[src/design/alnd_pkg.sv]
// Shared types and constants for the airborne/landing detector.
// Used by alnd_ctrl, alnd_dp and the top level; no dependencies.
`timescale 1ns / 1ps
`default_nettype none

package alnd_pkg;

   // field and port widths
   localparam int unsigned TS_W       = 32;
   localparam int unsigned ACC_W      = 16;
   localparam int unsigned MAG2_W     = 32;
   localparam int unsigned SCALE_W    = 16;
   localparam int unsigned CODE_W     = 3;
   localparam int unsigned CSR_ADDR_W = 3;
   localparam int unsigned CSR_DATA_W = 15;
   localparam int unsigned REQ_DATA_W = 80;
   localparam int unsigned RSP_DATA_W = 32;
   localparam int unsigned RAMP_W     = 11;

   // sequencing
   localparam int unsigned MUL_STEPS  = 6;
   localparam int unsigned DIV_STEPS  = 15;
   localparam int unsigned CNT_W      = 4;

   localparam int unsigned CONFIRM_MS_DEFAULT = 30;

   // detector modes
   localparam logic [CODE_W-1:0] MODE_GROUNDED   = 3'd0;
   localparam logic [CODE_W-1:0] MODE_AIRBORNE   = 3'd1;
   localparam logic [CODE_W-1:0] MODE_SETTLING   = 3'd2;
   localparam logic [CODE_W-1:0] MODE_RECOVERING = 3'd3;
   localparam logic [CODE_W-1:0] MODE_FAULT      = 3'd4;

   // events
   localparam logic [CODE_W-1:0] EV_NONE          = 3'd0;
   localparam logic [CODE_W-1:0] EV_AIRBORNE      = 3'd1;
   localparam logic [CODE_W-1:0] EV_FAULT         = 3'd2;
   localparam logic [CODE_W-1:0] EV_RESET_ATT     = 3'd3;
   localparam logic [CODE_W-1:0] EV_RECOVERY_DONE = 3'd4;

   // register indexes
   localparam logic [CSR_ADDR_W-1:0] REG_ENABLE     = 3'd0;
   localparam logic [CSR_ADDR_W-1:0] REG_AIR_THR    = 3'd1;
   localparam logic [CSR_ADDR_W-1:0] REG_MAX_AIR    = 3'd2;
   localparam logic [CSR_ADDR_W-1:0] REG_LAND_MIN   = 3'd3;
   localparam logic [CSR_ADDR_W-1:0] REG_LAND_MAX   = 3'd4;
   localparam logic [CSR_ADDR_W-1:0] REG_SETTLE     = 3'd5;
   localparam logic [CSR_ADDR_W-1:0] REG_LAND_TMO   = 3'd6;
   localparam logic [CSR_ADDR_W-1:0] REG_RAMP       = 3'd7;

   // register ranges and reset values
   localparam logic [15:0] AIR_THR_LO  = 16'd205;
   localparam logic [15:0] AIR_THR_HI  = 16'd3891;
   localparam logic [15:0] AIR_THR_RST = 16'd1434;
   localparam logic [15:0] MAX_AIR_LO  = 16'd100;
   localparam logic [15:0] MAX_AIR_HI  = 16'd2000;
   localparam logic [15:0] MAX_AIR_RST = 16'd800;
   localparam logic [15:0] LAND_MIN_LO  = 16'd410;
   localparam logic [15:0] LAND_MIN_HI  = 16'd14336;
   localparam logic [15:0] LAND_MIN_RST = 16'd3277;
   localparam logic [15:0] LAND_MAX_LO  = 16'd819;
   localparam logic [15:0] LAND_MAX_HI  = 16'd16384;
   localparam logic [15:0] LAND_MAX_RST = 16'd10240;
   localparam logic [15:0] SETTLE_LO  = 16'd10;
   localparam logic [15:0] SETTLE_HI  = 16'd500;
   localparam logic [15:0] SETTLE_RST = 16'd50;
   localparam logic [15:0] LAND_TMO_LO  = 16'd100;
   localparam logic [15:0] LAND_TMO_HI  = 16'd3000;
   localparam logic [15:0] LAND_TMO_RST = 16'd1000;
   localparam logic [15:0] RAMP_LO  = 16'd0;
   localparam logic [15:0] RAMP_HI  = 16'd1500;
   localparam logic [15:0] RAMP_RST = 16'd300;

   localparam logic [SCALE_W-1:0] Q15_ONE = 16'h8000;

   // multiplier operand selects
   localparam logic [2:0] SEL_X   = 3'd0;
   localparam logic [2:0] SEL_Y   = 3'd1;
   localparam logic [2:0] SEL_Z   = 3'd2;
   localparam logic [2:0] SEL_THR = 3'd3;
   localparam logic [2:0] SEL_LO  = 3'd4;
   localparam logic [2:0] SEL_HI  = 3'd5;

   typedef struct packed {
      logic       load;
      logic       mul_en;
      logic [2:0] mul_sel;
      logic       diff;
      logic       update;
      logic       elapsed;
      logic       div_init;
      logic       div_step;
      logic       emit;
   } cmd_type;

   typedef struct packed {
      logic active;
      logic div_needed;
   } status_type;

endpackage

`default_nettype wire

[src/design/alnd_ctrl.sv]
// Sequencer for the airborne/landing detector: steps the shared multiplier,
// the update and the Q15 divider, and owns the result handshake. Uses alnd_pkg.
`timescale 1ns / 1ps
`default_nettype none

module alnd_ctrl (
   input  wire logic                clock,
   input  wire logic                reset,
   input  wire logic                req_tvalid,
   output logic                     req_tready,
   output logic                     rsp_tvalid,
   input  wire logic                rsp_tready,
   input  wire alnd_pkg::status_type status,
   output alnd_pkg::cmd_type        cmd
);
   import alnd_pkg::*;

   typedef enum logic [7:0] {
      S_IDLE    = 8'b0000_0001,
      S_MUL     = 8'b0000_0010,
      S_DIFF    = 8'b0000_0100,
      S_UPDATE  = 8'b0000_1000,
      S_ELAPSED = 8'b0001_0000,
      S_SCALE   = 8'b0010_0000,
      S_DIV     = 8'b0100_0000,
      S_EMIT    = 8'b1000_0000
   } state_type;

   state_type        state_ff, state_in;
   logic [CNT_W-1:0] cnt_ff, cnt_in;
   logic             rsp_valid_ff, rsp_valid_in;

   assign req_tready = (state_ff == S_IDLE);
   assign rsp_tvalid = rsp_valid_ff;

   always_comb begin
      state_in     = state_ff;
      cnt_in       = cnt_ff;
      rsp_valid_in = rsp_valid_ff & ~rsp_tready;
      cmd          = '0;
      cmd.mul_sel  = cnt_ff[2:0];
      unique case (state_ff)
         S_IDLE: begin
            if (req_tvalid) begin
               cmd.load = 1'b1;
               cnt_in   = '0;
               state_in = S_MUL;
            end
         end
         S_MUL: begin
            if (!status.active) begin
               state_in = S_ELAPSED;
            end else begin
               cmd.mul_en = 1'b1;
               cnt_in     = cnt_ff + 1'b1;
               if (cnt_ff == CNT_W'(MUL_STEPS - 1)) begin
                  state_in = S_DIFF;
               end
            end
         end
         S_DIFF: begin
            cmd.diff = 1'b1;
            state_in = S_UPDATE;
         end
         S_UPDATE: begin
            cmd.update = 1'b1;
            state_in   = S_ELAPSED;
         end
         S_ELAPSED: begin
            cmd.elapsed = 1'b1;
            state_in    = S_SCALE;
         end
         S_SCALE: begin
            cmd.div_init = 1'b1;
            cnt_in       = '0;
            state_in     = status.div_needed ? S_DIV : S_EMIT;
         end
         S_DIV: begin
            cmd.div_step = 1'b1;
            cnt_in       = cnt_ff + 1'b1;
            if (cnt_ff == CNT_W'(DIV_STEPS - 1)) begin
               state_in = S_EMIT;
            end
         end
         S_EMIT: begin
            // wait until the output register is free or being taken
            if (!rsp_valid_ff || rsp_tready) begin
               cmd.emit     = 1'b1;
               rsp_valid_in = 1'b1;
               state_in     = S_IDLE;
            end
         end
         default: begin
            state_in = S_IDLE;
         end
      endcase
   end

   always_ff @(posedge clock) begin
      if (reset) begin
         state_ff     <= S_IDLE;
         cnt_ff       <= '0;
         rsp_valid_ff <= 1'b0;
      end else begin
         state_ff     <= state_in;
         cnt_ff       <= cnt_in;
         rsp_valid_ff <= rsp_valid_in;
      end
   end

endmodule

`default_nettype wire

[src/design/alnd_dp.sv]
// Datapath of the airborne/landing detector: configuration registers,
// detector state, shared squarer, timestamp differences and the Q15 divider.
// Uses alnd_pkg; driven by alnd_ctrl.
`timescale 1ns / 1ps
`default_nettype none

module alnd_dp #(
   parameter int unsigned CONFIRM_MS = alnd_pkg::CONFIRM_MS_DEFAULT
) (
   input  wire logic                                clock,
   input  wire logic                                reset,
   input  wire alnd_pkg::cmd_type                   cmd,
   output alnd_pkg::status_type                     status,
   input  wire logic [alnd_pkg::REQ_DATA_W-1:0]     req_tdata,
   input  wire logic                                req_tuser,
   input  wire logic                                csr_we,
   input  wire logic [alnd_pkg::CSR_ADDR_W-1:0]     csr_addr,
   input  wire logic [alnd_pkg::CSR_DATA_W-1:0]     csr_wdata,
   output logic [alnd_pkg::RSP_DATA_W-1:0]          rsp_tdata
);
   import alnd_pkg::*;

   localparam logic [TS_W-1:0] CONFIRM_TS = TS_W'(CONFIRM_MS);

   function automatic logic [15:0] clamp16(input logic [15:0] v,
                                           input logic [15:0] lo,
                                           input logic [15:0] hi);
      logic [15:0] r;
      r = v;
      if (v < lo) r = lo;
      if (v > hi) r = hi;
      return r;
   endfunction

   function automatic logic [ACC_W-1:0] abs16(input logic [ACC_W-1:0] m);
      return m[ACC_W-1] ? (~m + 1'b1) : m;
   endfunction

   // configuration
   logic                enable_ff;
   logic [11:0]         air_thr_ff;
   logic [10:0]         max_air_ff;
   logic [13:0]         land_min_ff;
   logic [14:0]         land_max_ff;
   logic [8:0]          settle_ff;
   logic [11:0]         land_tmo_ff;
   logic [RAMP_W-1:0]   ramp_ff;

   // detector state
   logic [CODE_W-1:0]   mode_ff, mode_in;
   logic [TS_W-1:0]     low_since_ff, low_since_in;
   logic [TS_W-1:0]     air_since_ff, air_since_in;
   logic [TS_W-1:0]     land_since_ff, land_since_in;
   logic [TS_W-1:0]     stable_since_ff, stable_since_in;
   logic [TS_W-1:0]     rec_since_ff, rec_since_in;
   logic [CODE_W-1:0]   ev_ff, ev_in;

   // captured item
   logic                valid_ff;
   logic [ACC_W-1:0]    ax_ff, ay_ff, az_ff;
   logic [TS_W-1:0]     now_ff;

   // squares
   logic [ACC_W-1:0]    mul_op;
   logic [MAG2_W-1:0]   prod_ff;
   logic [2:0]          prod_sel_ff;
   logic                prod_vld_ff;
   logic [MAG2_W-1:0]   mag2_ff;
   logic [23:0]         thr2_ff;
   logic [29:0]         lo2_ff, hi2_ff;
   logic [14:0]         land_min_ext, band_lo, band_hi;

   // time differences and divider
   logic [TS_W-1:0]     low_eff, stamp_a, diff_a_ff, diff_b_ff, elapsed_ff;
   logic [RAMP_W-1:0]   rem_ff;
   logic [RAMP_W:0]     rem2;
   logic [DIV_STEPS-1:0] quo_ff;
   logic                low_acc, above_lo, in_band;
   logic [SCALE_W-1:0]  scale;
   logic                use_corr, hold_motor, allow_motion;

   assign land_min_ext = {1'b0, land_min_ff};
   assign band_lo = (land_min_ext < land_max_ff) ? land_min_ext : land_max_ff;
   assign band_hi = (land_min_ext > land_max_ff) ? land_min_ext : land_max_ff;

   assign status.active     = enable_ff & valid_ff;
   assign status.div_needed = (mode_ff == MODE_RECOVERING) && (ramp_ff != '0)
                              && (elapsed_ff < TS_W'(ramp_ff));

   always_comb begin
      case (cmd.mul_sel)
         SEL_X:   mul_op = abs16(ax_ff);
         SEL_Y:   mul_op = abs16(ay_ff);
         SEL_Z:   mul_op = abs16(az_ff);
         SEL_THR: mul_op = ACC_W'(air_thr_ff);
         SEL_LO:  mul_op = ACC_W'(band_lo);
         SEL_HI:  mul_op = ACC_W'(band_hi);
         default: mul_op = '0;
      endcase
   end

   // a zero stamp means the wait has not started: it starts now
   assign low_eff = (low_since_ff == '0) ? now_ff : low_since_ff;

   always_comb begin
      case (mode_ff)
         MODE_GROUNDED:   stamp_a = low_eff;
         MODE_AIRBORNE:   stamp_a = air_since_ff;
         MODE_SETTLING:   stamp_a = land_since_ff;
         MODE_RECOVERING: stamp_a = rec_since_ff;
         default:         stamp_a = now_ff;
      endcase
   end

   assign low_acc  = mag2_ff < MAG2_W'(thr2_ff);
   assign above_lo = mag2_ff >= MAG2_W'(lo2_ff);
   assign in_band  = above_lo && (mag2_ff <= MAG2_W'(hi2_ff));

   always_comb begin
      mode_in         = mode_ff;
      low_since_in    = low_since_ff;
      air_since_in    = air_since_ff;
      land_since_in   = land_since_ff;
      stable_since_in = stable_since_ff;
      rec_since_in    = rec_since_ff;
      ev_in           = EV_NONE;
      unique case (mode_ff)
         MODE_GROUNDED: begin
            if (low_acc) begin
               low_since_in = low_eff;
               if (diff_a_ff >= CONFIRM_TS) begin
                  mode_in      = MODE_AIRBORNE;
                  air_since_in = now_ff;
                  low_since_in = '0;
                  ev_in        = EV_AIRBORNE;
               end
            end else begin
               low_since_in = '0;
            end
         end
         MODE_AIRBORNE: begin
            if (diff_a_ff > TS_W'(max_air_ff)) begin
               mode_in = MODE_FAULT;
               ev_in   = EV_FAULT;
            end else if (above_lo) begin
               mode_in         = MODE_SETTLING;
               land_since_in   = now_ff;
               stable_since_in = in_band ? now_ff : '0;
            end
         end
         MODE_SETTLING: begin
            if (diff_a_ff > TS_W'(land_tmo_ff)) begin
               mode_in = MODE_FAULT;
               ev_in   = EV_FAULT;
            end else if (!in_band) begin
               stable_since_in = '0;
            end else if (stable_since_ff == '0) begin
               stable_since_in = now_ff;
            end else if (diff_b_ff >= TS_W'(settle_ff)) begin
               mode_in      = MODE_RECOVERING;
               rec_since_in = now_ff;
               ev_in        = EV_RESET_ATT;
            end
         end
         MODE_RECOVERING: begin
            if (diff_a_ff >= TS_W'(ramp_ff)) begin
               mode_in = MODE_GROUNDED;
               ev_in   = EV_RECOVERY_DONE;
            end
         end
         default: begin
            mode_in = mode_ff;
         end
      endcase
   end

   // configuration and detector state
   always_ff @(posedge clock) begin
      if (reset) begin
         enable_ff       <= 1'b0;
         air_thr_ff      <= 12'(AIR_THR_RST);
         max_air_ff      <= 11'(MAX_AIR_RST);
         land_min_ff     <= 14'(LAND_MIN_RST);
         land_max_ff     <= 15'(LAND_MAX_RST);
         settle_ff       <= 9'(SETTLE_RST);
         land_tmo_ff     <= 12'(LAND_TMO_RST);
         ramp_ff         <= RAMP_W'(RAMP_RST);
         mode_ff         <= MODE_GROUNDED;
         low_since_ff    <= '0;
         air_since_ff    <= '0;
         land_since_ff   <= '0;
         stable_since_ff <= '0;
         rec_since_ff    <= '0;
      end else if (csr_we) begin
         unique case (csr_addr)
            REG_ENABLE: begin
               // any write here restarts the detector
               enable_ff       <= csr_wdata[0];
               mode_ff         <= MODE_GROUNDED;
               low_since_ff    <= '0;
               air_since_ff    <= '0;
               land_since_ff   <= '0;
               stable_since_ff <= '0;
               rec_since_ff    <= '0;
            end
            REG_AIR_THR:  air_thr_ff  <= 12'(clamp16(16'(csr_wdata[11:0]),
                                                     AIR_THR_LO, AIR_THR_HI));
            REG_MAX_AIR:  max_air_ff  <= 11'(clamp16(16'(csr_wdata[10:0]),
                                                     MAX_AIR_LO, MAX_AIR_HI));
            REG_LAND_MIN: land_min_ff <= 14'(clamp16(16'(csr_wdata[13:0]),
                                                     LAND_MIN_LO, LAND_MIN_HI));
            REG_LAND_MAX: land_max_ff <= 15'(clamp16(16'(csr_wdata[14:0]),
                                                     LAND_MAX_LO, LAND_MAX_HI));
            REG_SETTLE:   settle_ff   <= 9'(clamp16(16'(csr_wdata[8:0]),
                                                    SETTLE_LO, SETTLE_HI));
            REG_LAND_TMO: land_tmo_ff <= 12'(clamp16(16'(csr_wdata[11:0]),
                                                     LAND_TMO_LO, LAND_TMO_HI));
            REG_RAMP:     ramp_ff     <= RAMP_W'(clamp16(16'(csr_wdata[10:0]),
                                                         RAMP_LO, RAMP_HI));
            default:      ramp_ff     <= ramp_ff;
         endcase
      end else if (cmd.update && status.active) begin
         mode_ff         <= mode_in;
         low_since_ff    <= low_since_in;
         air_since_ff    <= air_since_in;
         land_since_ff   <= land_since_in;
         stable_since_ff <= stable_since_in;
         rec_since_ff    <= rec_since_in;
      end
   end

   always_ff @(posedge clock) begin
      if (reset) begin
         prod_vld_ff <= 1'b0;
      end else begin
         prod_vld_ff <= cmd.mul_en;
      end
   end

   // payload and working registers
   always_ff @(posedge clock) begin
      if (cmd.load) begin
         valid_ff <= req_tuser;
         ax_ff    <= req_tdata[15:0];
         ay_ff    <= req_tdata[31:16];
         az_ff    <= req_tdata[47:32];
         now_ff   <= req_tdata[79:48];
         ev_ff    <= EV_NONE;
      end
      if (cmd.update && status.active) begin
         ev_ff <= ev_in;
      end
      prod_ff     <= MAG2_W'(mul_op) * MAG2_W'(mul_op);
      prod_sel_ff <= cmd.mul_sel;
      if (prod_vld_ff) begin
         case (prod_sel_ff)
            SEL_X:   mag2_ff <= prod_ff;
            SEL_Y:   mag2_ff <= mag2_ff + prod_ff;
            SEL_Z:   mag2_ff <= mag2_ff + prod_ff;
            SEL_THR: thr2_ff <= prod_ff[23:0];
            SEL_LO:  lo2_ff  <= prod_ff[29:0];
            SEL_HI:  hi2_ff  <= prod_ff[29:0];
            default: mag2_ff <= mag2_ff;
         endcase
      end
      if (cmd.diff) begin
         diff_a_ff <= now_ff - stamp_a;
         diff_b_ff <= now_ff - stable_since_ff;
      end
      if (cmd.elapsed) begin
         elapsed_ff <= now_ff - rec_since_ff;
      end
      if (cmd.div_init) begin
         rem_ff <= elapsed_ff[RAMP_W-1:0];
         quo_ff <= '0;
      end else if (cmd.div_step) begin
         // one quotient bit per step: remainder doubles and compares
         if (rem2 >= {1'b0, ramp_ff}) begin
            rem_ff <= RAMP_W'(rem2 - {1'b0, ramp_ff});
            quo_ff <= {quo_ff[DIV_STEPS-2:0], 1'b1};
         end else begin
            rem_ff <= rem2[RAMP_W-1:0];
            quo_ff <= {quo_ff[DIV_STEPS-2:0], 1'b0};
         end
      end
      if (cmd.emit) begin
         rsp_tdata <= {7'b0, scale, allow_motion, hold_motor, use_corr, mode_ff, ev_ff};
      end
   end

   assign rem2 = {rem_ff, 1'b0};

   assign use_corr     = (mode_ff == MODE_GROUNDED) || (mode_ff == MODE_RECOVERING);
   assign hold_motor   = (mode_ff == MODE_AIRBORNE) || (mode_ff == MODE_SETTLING)
                         || (mode_ff == MODE_FAULT);
   assign allow_motion = (mode_ff == MODE_GROUNDED);

   always_comb begin
      if (mode_ff == MODE_GROUNDED) begin
         scale = Q15_ONE;
      end else if (mode_ff != MODE_RECOVERING || ramp_ff == '0) begin
         scale = '0;
      end else if (elapsed_ff >= TS_W'(ramp_ff)) begin
         scale = Q15_ONE;
      end else begin
         scale = {1'b0, quo_ff};
      end
   end

endmodule

`default_nettype wire

[src/design/airborne_landing_detector.sv]
// Airborne/landing detector top level: joins alnd_ctrl and alnd_dp.
// Depends on alnd_pkg, alnd_ctrl and alnd_dp.
//
// One accelerometer item is worked at a time. A valid item with the detector
// enabled passes six times through the single shared 16x16 squarer (three
// axes and three thresholds), then the timestamp differences, the state
// update, the recovery time, the bit-serial Q15 motor scale division and
// the loading of the result, which waits while the output register is full
// and not being taken. The divider runs only while recovering with the ramp
// still in progress; otherwise it is skipped. When the detector is disabled
// or the sample flag is low the squarer, differences and update are skipped,
// but a held recovery may still need the divider. A finished result sits in
// the output register while the next item is taken in. Configuration writes
// belong in idle periods; a write to enable restarts the detector grounded.
`timescale 1ns / 1ps
`default_nettype none

module airborne_landing_detector #(
   parameter int unsigned CONFIRM_MS = alnd_pkg::CONFIRM_MS_DEFAULT
) (
   input  wire logic                               clock,
   input  wire logic                               reset,
   input  wire logic                               req_tvalid,
   output logic                                    req_tready,
   // accel_x [15:0], accel_y [31:16], accel_z [47:32], now_ms [79:48]
   input  wire logic [alnd_pkg::REQ_DATA_W-1:0]    req_tdata,
   // sample_valid
   input  wire logic                               req_tuser,
   output logic                                    rsp_tvalid,
   input  wire logic                               rsp_tready,
   // event_res [2:0], mode [5:3], use_accel_correction [6], hold_motor [7],
   // allow_motion [8], motor_scale [24:9], zero [31:25]
   output logic [alnd_pkg::RSP_DATA_W-1:0]         rsp_tdata,
   input  wire logic                               csr_we,
   input  wire logic [alnd_pkg::CSR_ADDR_W-1:0]    csr_addr,
   input  wire logic [alnd_pkg::CSR_DATA_W-1:0]    csr_wdata
);
   import alnd_pkg::*;

   cmd_type    cmd;
   status_type status;

   alnd_ctrl u_ctrl (
      .clock      (clock),
      .reset      (reset),
      .req_tvalid (req_tvalid),
      .req_tready (req_tready),
      .rsp_tvalid (rsp_tvalid),
      .rsp_tready (rsp_tready),
      .status     (status),
      .cmd        (cmd)
   );

   alnd_dp #(
      .CONFIRM_MS (CONFIRM_MS)
   ) u_dp (
      .clock     (clock),
      .reset     (reset),
      .cmd       (cmd),
      .status    (status),
      .req_tdata (req_tdata),
      .req_tuser (req_tuser),
      .csr_we    (csr_we),
      .csr_addr  (csr_addr),
      .csr_wdata (csr_wdata),
      .rsp_tdata (rsp_tdata)
   );

endmodule

`default_nettype wire
[config.mk]
export PLATFORM = sky130hd
export DESIGN_NAME = airborne_landing_detector
export DESIGN_NICKNAME = d
export VERILOG_FILES = /design/src/design/alnd_pkg.sv /design/src/design/alnd_ctrl.sv /design/src/design/alnd_dp.sv /design/src/design/airborne_landing_detector.sv
export SDC_FILE = /design/constraint.sdc
export NUM_CORES = 2
export LEC_CHECK = 0
export BUFFER_PORTS_ARGS = -buffer_cell sky130_fd_sc_hd__buf_4
export CORE_MARGIN = 2
export CORE_UTILIZATION = 30
export DETAILED_ROUTE_END_ITERATION = 12
export HOLD_SLACK_MARGIN = 0.15
export PLACE_DENSITY_LB_ADDON = 0.12
export SYNTH_ARGS = -nofsm -noshare
export SYNTH_HDL_FRONTEND = slang
export SYNTH_SLANG_ARGS = --single-unit
[constraint.sdc]
create_clock -name clock -period 10.05 [get_ports clock]
set_clock_uncertainty 0.05 [all_clocks]
set_input_delay 0 -clock clock [delete_from_list [all_inputs] [get_ports clock]]
set_output_delay 0 -clock clock [all_outputs]
set_load 0.005 [all_outputs]
After elaboration in Yosys (flattened, before gate mapping)
Index checks and enable logic that the tools add are counted.
Operators by class
  equality and inequality tests: 52
  multiply operators: 1
  add/sub/neg operators: 9
  bitwise operators: 7
  reductions and logical operators: 56
  magnitude comparators: 26
  mux-type cells: 106
Operators with widths (number)
  $mux 32: 32
  $pmux 32 s2: 2
  $pmux 32 s4: 1
  $pmux 16 s6: 1
  $sub 32x32->32: 3
  $mux 16: 5
  $mux 11: 6
  $ge 32x11->1: 2
  $logic_not 32->1: 2
  $pmux 8 s8: 1
  $mux 15: 4
  $mux 3: 19
  $add 16x1->16 const B: 3
  $mux 12: 4
  $mux 8: 6
  $not 16->16: 3
  $add 32x32->32: 1
  $ge 32x30->1: 1
  $ge 32x5->1 const B: 1
  $ge 32x9->1: 1
  $gt 32x11->1: 1
  $gt 32x12->1: 1
  $le 32x30->1: 1
  $lt 32x11->1: 1
  65 further kinds: 155
Storage, ports and cells
  logic and storage cells: 295
  output and inout bits: 34
  input port bits: 104
  register bits after elaboration: 644

Longest topological paths before layout
  word-level depth: 8
  mapped depth: 36

Hierarchy
Synthesis repeated with hierarchy kept, for this count alone.
Second synthesis, totals
  cell total of the unflattened synthesis: 4297
  area total of the unflattened synthesis: 42318.1 um2
Modules (own cells, without submodules)
  alnd_dp: sequential area each 15845.2 um2, cells each 4203, times used 1, area each 41532.3 um2
  alnd_ctrl: sequential area each 260.2 um2, cells each 94, times used 1, area each 785.8 um2

Worst setup path after synthesis
Ideal clock, no wire load.
  path type: reg-to-reg
  from: reg u_dp.land_max_ff[4]
  to: reg u_dp.prod_ff[28]
  period minus slack after synthesis: 8.283 ns
  slack: 1.767 ns
  arrival: 8.161 ns
  stages on the path, launching flop included: 33
  setup time: 0.072 ns
  path through: dfxtp_1 > inv_1 > ha_1 > a21o_1 > a21o_1 > a211oi_2 > o21ai_2 > mux2_2 > a21o_1 > a221oi_1 > clkbuf_1 > nand2b_1 > inv_1 > fa_1 > inv_1 > fa_1 > inv_1 > fa_1 > fa_1 > fa_1 > inv_1 > fa_1 > inv_1 > ha_1 > a21oi_1 > o21ai_0 > a221oi_1 > a311oi_1 > nor2b_1 > o41ai_1 > o21bai_1 > a21oi_1 > xnor2_1
Between the ends
  longest elaborated chain between the ends: 4
Ends and longest elaborated chain
  from (decl): RTL line alnd_dp.sv:44  | logic [14:0] land_max_ff;
  from (signal assigned): RTL line alnd_dp.sv:184  | land_max_ff <= 15'(LAND_MAX_RST);
  from (signal assigned): RTL line alnd_dp.sv:212  | REG_LAND_MAX: land_max_ff <= 15'(clamp16(16'(csr_wdata[14:0]),
  $gt 14x15->1 / $lt 14x15->1 (equally long branches): RTL line alnd_dp.sv:84, alnd_dp.sv:83
  $mux 15 (on tied branches): RTL line alnd_dp.sv:84, alnd_dp.sv:83
  $pmux 16 s6 *: RTL line alnd_dp.sv:91  | case (cmd.mul_sel)
  $mul 16x16->32 *: RTL line alnd_dp.sv:253  | prod_ff <= MAG2_W'(mul_op) * MAG2_W'(mul_op);
  to (signal assigned): RTL line alnd_dp.sv:253
  to (decl): RTL line alnd_dp.sv:65  | logic [MAG2_W-1:0] prod_ff;
Every way passes the cells marked *; elsewhere a longest branch is shown, timed or not.
A chain may end at the register's enable or synchronous reset.

Final worst setup path
  from: reg u_dp.az_ff[3]
  to: reg u_dp.prod_ff[28]
Between the ends
  longest elaborated chain between the ends: 5
Ends and longest elaborated chain
  from (decl): RTL line alnd_dp.sv:60  | logic [ACC_W-1:0] ax_ff, ay_ff, az_ff;
  from (signal assigned): RTL line alnd_dp.sv:246  | az_ff <= req_tdata[47:32];
  $not 16->16: RTL line alnd_dp.sv:36  | return m[ACC_W-1] ? (~m + 1'b1) : m;
  $add 16x1->16: RTL line alnd_dp.sv:36
  $mux 16 *: RTL line alnd_dp.sv:36
  $pmux 16 s6 *: RTL line alnd_dp.sv:91
  $mul 16x16->32 *: RTL line alnd_dp.sv:253
Marks and branches as above.

==> metrics.yaml <==
synth-simple-area-share: 0.132
cts_sinks: 640
worst_ep_arrival_time_ps: 10030
yosys.cell_count.top_type: "inv_1"
nNetsFinal: 5250
period_needed_ps: 9480
grt_pass1_vias: 32400
grt_pass1_wl_um: 201000
timing.rr.start: "u_dp.az_ff[3]"
ant_nets: 0
status: "finished, final reports clean"
clkTransAtPathRegs_ps: 60
syn_inst: 4267
netlist_top_cells_area: "edfxtp_1, dfxtp_1, ha_1, fa_1, inv_1"
crit_top_cell: "fa_1"
drt-total-wl_um: 132000
grt_overflow: 0
period_share: 0.943
cp_num_buf_inv: 4
worstSetupStartpointType: "register"
hp-start: "csr_wdata[13]"
ys.flop_type: "edfxtp_1"
vias: 32300
synth_top_cell_area_share: 0.235
worst_path_largest_cell_delay_ps: 670
place.port_buffers: 130
setup_viol: 0
vias_per_cell: 4.94
grt_usage: 0.183
dr.pass1.iters: 6
cts_tree: "yes"
cp_top_family: "adder cells"
yosys.area_share.xor_xnor: 0.0396
finalSetupTns_ps: 0
synth_compound_area_frac: 0.166
synth_top_family_by_area: "adder cells"
htree_levels: 3
place_hpwl_um: 99100
required_ps: 10600
yosys-top-cells-count: "inv_1, ha_1, nand2_1"
grt_max_degree: 75
start_util: 0.302
syn_to_final_growth_pct: 19.1
ioPinCount: 138
fp-row-count: 137
synthAdderAreaFrac: 0.195
clock_latency_ps: 700
ys_ff_latch: 640
fmax_ghz: 0.105
fin_cells: 6539
worstSetupEndpointType: "register"
rsz0062_at_grt: "no"
die_h_um: 378
worstSetupPathType: "register to register"
async_flop_share: 0
cts_setup_buffers: 0
fillers: 14200
die_x_um: 378
worst_slew_pin_slew_ps: 1240
final_hold_viol_count: 0
finalMaxSlewViolations: 0
cts_buffers: 84
gp_congestion: 0.836
cp_slowest_cell: "o41ai_1"
wl_per_cell_um: 20.2
startpoint: "u_dp.az_ff[3]"
drc_errors: 0
antenna_found_initial: 5
core_um2: 139000
dp_cells: 6169
hold_class: "input port to register"
die-area_um2: 143000
maxCapViolCount: 0
relSlewSlack: 0.172
yosysWarnings: 0
drive_gt1_frac: 0.0962
yosys.area.top_type: "edfxtp_1"
cts_max_path_buffers: 3
synth-edff-count: 329
holdWs_ps: 220
path_max_fanout: 6
ys_seq_area_frac: 0.383
synth_area_um2: 42000
synth_mux_area_frac: 0.0256
cts_root_buf: "clkbuf_16"
drt_iter0_markers: 2296
ys_types: 97
avgSynthCellArea_um2: 9.84
## through the flow
stage               setup WS (ps)  area [µm²]  utilization
floorplan                    1770       42000            -
global placement              464       45100        0.324
finish                        570       50000        0.359
global route                 46.9       50000        0.359
detailed placement            481       45100        0.324
CTS                           444       50000        0.359
## flip-flops by register name (all words and copies together), names as in the netlist, 29 cells and up
name                  cells
u_dp.hi2_ff              29
u_dp.stable_since_ff     32
u_dp.diff_a_ff           32
u_dp.low_since_ff        32
u_dp.land_since_ff       32
u_dp.now_ff              32
u_dp.air_since_ff        32
u_dp.elapsed_ff          32
u_dp.diff_b_ff           32
u_dp.rec_since_ff        32
u_dp.mag2_ff             32
u_dp.prod_ff             31
u_dp.lo2_ff              29
## per-layer routing
metal  up-vias  global-route usage  wire length, µm
li1      15900                   -                -
met1     15700               0.253            62600
met2       567               0.307            62900
met3       128              0.0244             4500
met4         2              0.0357             2120
met5         -                   0               12
## worst reg2reg max path: cells and delay by family (launching register included)
kind / cells / cell delay [ps]
buffers and inverters: 4 / 230
flip-flops: 1 / 440
AND/OR/NAND/NOR: 5 / 1410
adder cells (fa/ha/maj): 7 / 3540
AO/OA/AOI/OAI: 11 / 3480
XOR/XNOR: 2 / 220
## layout make-up
class,count,area (µm²),share of cell area
inverters,490,1840,0.0368
diodes,4,10.0,0.000200
well taps,1876,2350,0.0469
repair buffers,385,3420,0.0684
clock buffers,113,2320,0.0464
multi-input cells,2991,23600,0.471
flip-flops and latches,640,16100,0.322
clock inverters,40,418,0.00836
## worst paths after layout
path	end	slack, ps	cells past startpoint
setup / recovery	u_dp.prod_ff[28]	570	29
hold / removal	u_dp.land_min_ff[13]	220	4
setup reg to reg	u_dp.prod_ff[28]	570	29
hold reg to reg	u_dp.rsp_tdata[1]	390	0
## timing repair
action / 4_1_cts / 5_1_grt
endpoints found under the setup margin: 0 / 5
hold buffers: 213 / 0
resized for setup: 0 / 4
endpoints found under the hold margin: 253 / 0
## layout by cell type, fill, tap and decap left out, types with 33 or more instances in the layout
| cell type | n |
|---|---|
| dlygate4sd3_1 | 213 |
| o21ai_0 | 212 |
| a21o_1 | 104 |
| ha_1 | 388 |
| xor2_1 | 79 |
| dfxtp_1 | 309 |
| xnor2_1 | 111 |
| mux2i_1 | 60 |
| nand3_1 | 93 |
| a21oi_1 | 256 |
| clkbuf_16 | 87 |
| o21ai_2 | 33 |
| a22o_1 | 42 |
| and2_1 | 49 |
| nand2b_1 | 40 |
| nand2_1 | 346 |
| fa_1 | 166 |
| o21a_1 | 38 |
| nor4_1 | 50 |
| nor2_1 | 245 |
| edfxtp_1 | 329 |
| mux2_2 | 34 |
| and3_1 | 33 |
| nand4_1 | 48 |
| nor3_1 | 57 |
| buf_4 | 172 |
| inv_1 | 487 |
| nor2b_1 | 44 |
## logic make-up after synthesis
family	Yosys count
AND/OR/NAND/NOR	1118
AO/OA/AOI/OAI	1024
buffers and inverters	642
flip-flops	640
adder cells (fa/ha/maj)	554
XOR/XNOR	190
multiplexers	98
other	1
Power is left out: the tool's default activity adds up to more than one toggle a clock period on the data nets, which glitch-free logic cannot reach.
